### config.mk
export PLATFORM = sky130hd
export DESIGN_NAME = qla_upd
export DESIGN_NICKNAME = d
export VERILOG_FILES = /design/src/rtl/qla_pkg.sv /design/src/rtl/qla_upd.sv
export SDC_FILE = /design/constraint.sdc
export NUM_CORES = 2
export LEC_CHECK = 0
export ABC_AREA = 1
export BUFFER_PORTS_ARGS = -buffer_cell sky130_fd_sc_hd__buf_2
export CAP_MARGIN = 20
export CORE_MARGIN = 2
export CORE_UTILIZATION = 30
export DETAILED_ROUTE_END_ITERATION = 10
export GPL_ROUTABILITY_DRIVEN = 0
export GPL_TIMING_DRIVEN = 1
export PLACE_DENSITY_LB_ADDON = 0.25
export SLEW_MARGIN = 20
export SYNTH_ARGS = -nofsm -noshare
export SYNTH_HDL_FRONTEND = slang
export SYNTH_SLANG_ARGS = --single-unit
### constraint.sdc
create_clock -name i_clk -period 7.95 [get_ports i_clk]
set_clock_uncertainty 0.1 [all_clocks]
set_input_delay 1.1925 -clock i_clk [delete_from_list [all_inputs] [get_ports i_clk]]
set_output_delay 1.1925 -clock i_clk [all_outputs]
set_load 0.005 [all_outputs]
### src/rtl/qla_pkg.sv
// Shared constants, codes and types of the tabular Q-learning agent.
package qla_pkg;

    localparam int STATE_COUNT   = 64;
    localparam int ACTION_COUNT  = 8;
    localparam int HISTORY_DEPTH = 32;
    localparam int Q_WIDTH       = 16;

    localparam int DRAW_W = 16;
    localparam int CNT_W  = 5;
    localparam int PADDR_W = 4;

    localparam logic [1:0] OP_CHOOSE = 2'd0;
    localparam logic [1:0] OP_REWARD = 2'd1;
    localparam logic [1:0] OP_CLEAR  = 2'd2;

    localparam logic [1:0] REG_LEARN_RATE   = 2'd0;
    localparam logic [1:0] REG_DISCOUNT     = 2'd1;
    localparam logic [1:0] REG_EXPLORE_RATE = 2'd2;

    localparam logic [15:0] LEARN_RATE_RST   = 16'd6554;
    localparam logic [15:0] DISCOUNT_RST     = 16'd58982;
    localparam logic [15:0] EXPLORE_RATE_RST = 16'd6554;

    typedef struct packed {
        logic start;
        logic has_next;
        logic newest;
    } t_upd_ctl;

endpackage

### src/rtl/qla_upd.sv
// Four-stage pipeline computing one saturating Q value update.
module qla_upd #(
    parameter int Q_WIDTH = qla_pkg::Q_WIDTH
) (
    input  logic                       i_clk,
    input  logic                       i_rst_n,
    input  qla_pkg::t_upd_ctl          i_ctl,
    input  logic signed [Q_WIDTH-1:0]  i_cur,
    input  logic signed [Q_WIDTH-1:0]  i_rmax,
    input  logic signed [15:0]         i_reward,
    input  logic [15:0]                i_alpha,
    input  logic [15:0]                i_gamma,
    output logic                       o_done,
    output logic signed [Q_WIDTH-1:0]  o_q
);

    localparam int P1W = Q_WIDTH + 17;
    localparam int NW  = P1W - 16;
    localparam int RW  = (Q_WIDTH > 16) ? Q_WIDTH : 16;
    localparam int DW  = ((NW > RW) ? NW : RW) + 2;
    localparam int P2W = DW + 17;
    localparam int UW  = P2W - 16;
    localparam int SW  = UW + 1;
    localparam logic signed [SW-1:0] QMAX = SW'((longint'(1) <<< (Q_WIDTH - 1)) - 1);
    localparam logic signed [SW-1:0] QMIN = -QMAX - SW'(1);

    logic [3:0]                r_v;
    logic signed [P1W-1:0]     r_p1;
    logic signed [RW-1:0]      r_r1;
    logic signed [Q_WIDTH-1:0] r_cur1;
    logic signed [Q_WIDTH-1:0] r_cur2;
    logic signed [Q_WIDTH-1:0] r_cur3;
    logic signed [DW-1:0]      r_delta;
    logic signed [P2W-1:0]     r_p2;
    logic signed [Q_WIDTH-1:0] r_q;

    logic signed [P1W-1:0]     w_p1r;
    logic signed [NW-1:0]      w_next;
    logic signed [P2W-1:0]     w_p2r;
    logic signed [UW-1:0]      w_u;
    logic signed [SW-1:0]      w_sum;
    logic signed [Q_WIDTH-1:0] w_sat;

    assign w_p1r  = (r_p1 + P1W'(32768)) >>> 16;
    assign w_next = w_p1r[NW-1:0];
    assign w_p2r  = (r_p2 + P2W'(32768)) >>> 16;
    assign w_u    = w_p2r[UW-1:0];
    assign w_sum  = SW'(r_cur3) + SW'(w_u);

    always_comb begin
        if (w_sum > QMAX) begin
            w_sat = QMAX[Q_WIDTH-1:0];
        end else if (w_sum < QMIN) begin
            w_sat = QMIN[Q_WIDTH-1:0];
        end else begin
            w_sat = w_sum[Q_WIDTH-1:0];
        end
    end

    always_ff @(posedge i_clk) begin
        if (!i_rst_n) begin
            r_v <= '0;
        end else begin
            r_v <= {r_v[2:0], i_ctl.start};
        end
        if (i_ctl.has_next) begin
            r_p1 <= P1W'($signed({1'b0, i_gamma})) * P1W'(i_rmax);
        end else begin
            r_p1 <= '0;
        end
        r_r1    <= i_ctl.newest ? RW'(i_reward) : '0;
        r_cur1  <= i_cur;
        r_delta <= DW'(r_r1) + DW'(w_next) - DW'(r_cur1);
        r_cur2  <= r_cur1;
        r_p2    <= P2W'($signed({1'b0, i_alpha})) * P2W'(r_delta);
        r_cur3  <= r_cur2;
        r_q     <= w_sat;
    end

    assign o_done = r_v[3];
    assign o_q    = r_q;

endmodule

==> results.json <==
{
  "hold_class": "flip-flop to flip-flop",
  "grt_first_pass_wirelength_um": 118000,
  "slew_headroom_pct": 37.0,
  "min_from": "r_cur2[11]$_DFF_P_",
  "antenna_found_initial": 4,
  "grt_overflow": 0,
  "seq_area_um2": 2840,
  "grt_max_degree": 20,
  "arrival_ns": 6.81,
  "critical_path_class": "input port to flip-flop",
  "min_path_cells": 0,
  "syn_area_um2": 27600,
  "synth.distinct_cells": 45,
  "route.vias.total": 21168,
  "crit_fanout": 19,
  "cts_setup_buffers": 0,
  "worstSkewPairLatency_ns": 0.42,
  "core_um2": 91400,
  "drtIter0Drc": 1028,
  "dr.pass1.iters": 7,
  "startpoint": "i_alpha[2]",
  "ff2ff_path_depth": 19,
  "fmax_mhz": 152,
  "final_core_util_pct": 32.7,
  "slew_violations": 0,
  "grt_pass1_vias": 22981,
  "grt_use_met3_pct": 1.36,
  "hold_buffers": 0,
  "outcome": "completed",
  "hpwlAfterDp_um": 60700,
  "finalHoldViolCount": 0,
  "dieArea_um2": 94500,
  "r2r-start": "r_delta[18]$_DFF_P_",
  "dominantRegCellSynth": "dfxtp_1",
  "synth-edff-count": 0,
  "cts_sinks": 142,
  "grt.total_usage_pct": 15.7,
  "die_x_um": 307,
  "cts_root_buffer": "clkbuf_16",
  "tightest_slew_ns": 0.943,
  "syn_inst": 3613,
  "met2_usage_pct": 29.8,
  "async_flop_share_pct": 0,
  "cap_viol_max_count": 0,
  "cts_max_path_buffers": 2,
  "start_kind": "input port",
  "port_buffers": 101,
  "fin_nets": 4474,
  "whs_ns": 0.228,
  "area.growth.synth_to_final_pct": 8.15,
  "postSynthAreaPerCell_um2": 7.64,
  "finish.instance_area_um2": 29900,
  "placed_area_um2": 29200,
  "cp_data_required_time_ns": 8.17,
  "multi_input_area_um2": 20300,
  "ant_nets": 0,
  "rsz0062_at_grt": "false",
  "cp-end-kind": "flip-flop",
  "clk_pin_slew_ns": 0.06,
  "ioPinCount": 102,
  "cts_inserted_buffers": 17,
  "cts_resized": 0,
  "start_util_pct": 30.2,
  "ys_warn_count": 0,
  "nFillCells": 9932,
  "busiest_layer": "met2",
  "fin_crit_ns": 6.60,
  "fin_tns_setup_ns": 0,
  "yosysSeqAreaShare_pct": 10.3,
  "timing.final.crit_share_pct": 83.0,
  "cts_tree": "done",
  "syn_nets": 4463,
  "post_drt_wl_per_cell_um": 14.6,
  "drcViolationCount": 0,
  "fp-row-count": 111,
  "finalSetupViolations": 0,
  "ys_seq_elements": 142,
  "grt_util_met1_pct": 19.5,
  "fp.dieH_um": 307,
  "wl_um": 70600,
  "h-tree-depth": 4,
  "avgViaCountPerCell": 4.39,
  "drive_gt1_share_pct": 5.28
}
==> stage by stage <==
| step | worst slack, ns | std cells |
|---|---|---|
| finish | 1.36 | 4825 |
| global route | 0.890 | 4825 |
| CTS | 1.37 | 4823 |
| detailed placement | 0.916 | 4791 |
| global placement | 0.926 | 4791 |
| floorplan | 1.26 | 3613 |
==> state kept, by name (all words and copies together) (netlist names) <==
register / count
r_p2: 21
r_delta: 19
r_p1: 18
o_q: 16
r_cur1: 16
r_cur2: 16
r_cur3: 16
r_r1: 16
r_v: 4
==> layer usage <==
layer  routed length [um]  part of all wire (%)
met1                30500                    43
met4                 1060                   1.5
met2                36800                    52
met3                 2170                   3.1
met5                   16                 0.023
==> synth_stat cells, types with 2 or more instances <==
cell      count  area, um^2
a31oi_1       6        37.5
nand2_1     901        3380
nand2_2       9        56.3
nand3_2       5        50.1
o211ai_1      3        22.5
fa_1        516       10300
and3_1        5        31.3
clkbuf_1    117         439
nor2_2       10        62.6
ha_1        249        3120
o21a_1        7        52.6
nor2_1      145         544
o21ai_0      62         310
a211oi_1      3        22.5
o21bai_1      9        67.6
nor4_1        8        50.1
nor3_2        2        20.0
nand3b_1      4        30.0
xor2_1       45         394
a21o_1        5        37.5
nor3_1       14        70.1
inv_1      1066        4000
o21ai_1       3        15.0
xnor2_1      33         289
nand4_1      23         144
dfxtp_1     142        2840
or2_2         9        56.3
o221ai_1      4        35.0
nand3_1      55         275
a21oi_1     131         656
a21boi_0      2        15.0
buf_1         7        26.3
==> worst max-delay path, stage by stage <==
cell and delay (ns):
buf_2 0.34, nand2_1 0.21, fa_1 0.80, fa_1 0.49, inv_1 0.31, fa_1 0.51, fa_1 0.50, fa_1 0.50
inv_1 0.05, fa_1 0.47, inv_1 0.04, ha_1 0.37, a21oi_1 0.20, inv_1 0.06, a31oi_1 0.24, o221ai_1 0.15
a21oi_1 0.18, nand2_1 0.07, nand2_1 0.06, nand2_1 0.05
==> placed cells by master, fill, tap and decap left out, types with 4 or more instances in the layout <==
cell type	instances
nand3_2	5
xor2_1	45
or2_2	9
buf_4	17
dfxtp_1	142
o21ai_0	62
o21a_1	7
and3_1	5
a21o_1	5
buf_2	101
nand4_1	23
o221ai_1	4
nand2_2	9
nor2_1	145
ha_1	249
fa_1	516
a31oi_1	6
o21bai_1	9
clkbuf_16	17
inv_1	1066
nor2_2	10
inv_8	6
nor4_1	8
nand2_1	901
xnor2_1	33
nand3b_1	4
a21oi_1	131
nor3_1	14
nand3_1	55
==> final timing paths <==
path / to / slack (ns)
worst max-delay path: r_p2[33]$_DFF_P_ / 1.36
worst min-delay path: r_cur3[11]$_DFF_P_ / 0.23
worst max register to register: r_p2[33]$_DFF_P_ / 1.66
worst min register to register: r_cur3[11]$_DFF_P_ / 0.23
==> logic make-up (layout without fill, tap and decap cells) <==
| logic type | after synthesis | after routing | share of synthesized area (%) |
|---|---|---|---|
| XOR/XNOR | 78 | 78 | 2.47 |
| adder cells (fa/ha/maj) | 765 | 765 | 48.7 |
| flip-flops | 142 | 142 | 10.3 |
| AND/OR/NAND/NOR | 1194 | 1194 | 17.4 |
| buffers and inverters | 1193 | 1217 | 16.3 |
| AO/OA/AOI/OAI | 241 | 241 | 4.80 |
| other | 0 | 2 | 0 |
==> area by class of cell <==
type	count	share of cell area [%]
multi-input combinational	2278	67.9
clock inverter	15	0.645
inverter	1067	13.4
sequential	142	9.52
timing repair buffer	118	2.12
tap	1186	4.97
antenna	2	0.0168
clock buffer	17	1.43
Power is not shown: default switching activity piles up to over one toggle a cycle in this logic, so the estimate is an artifact.
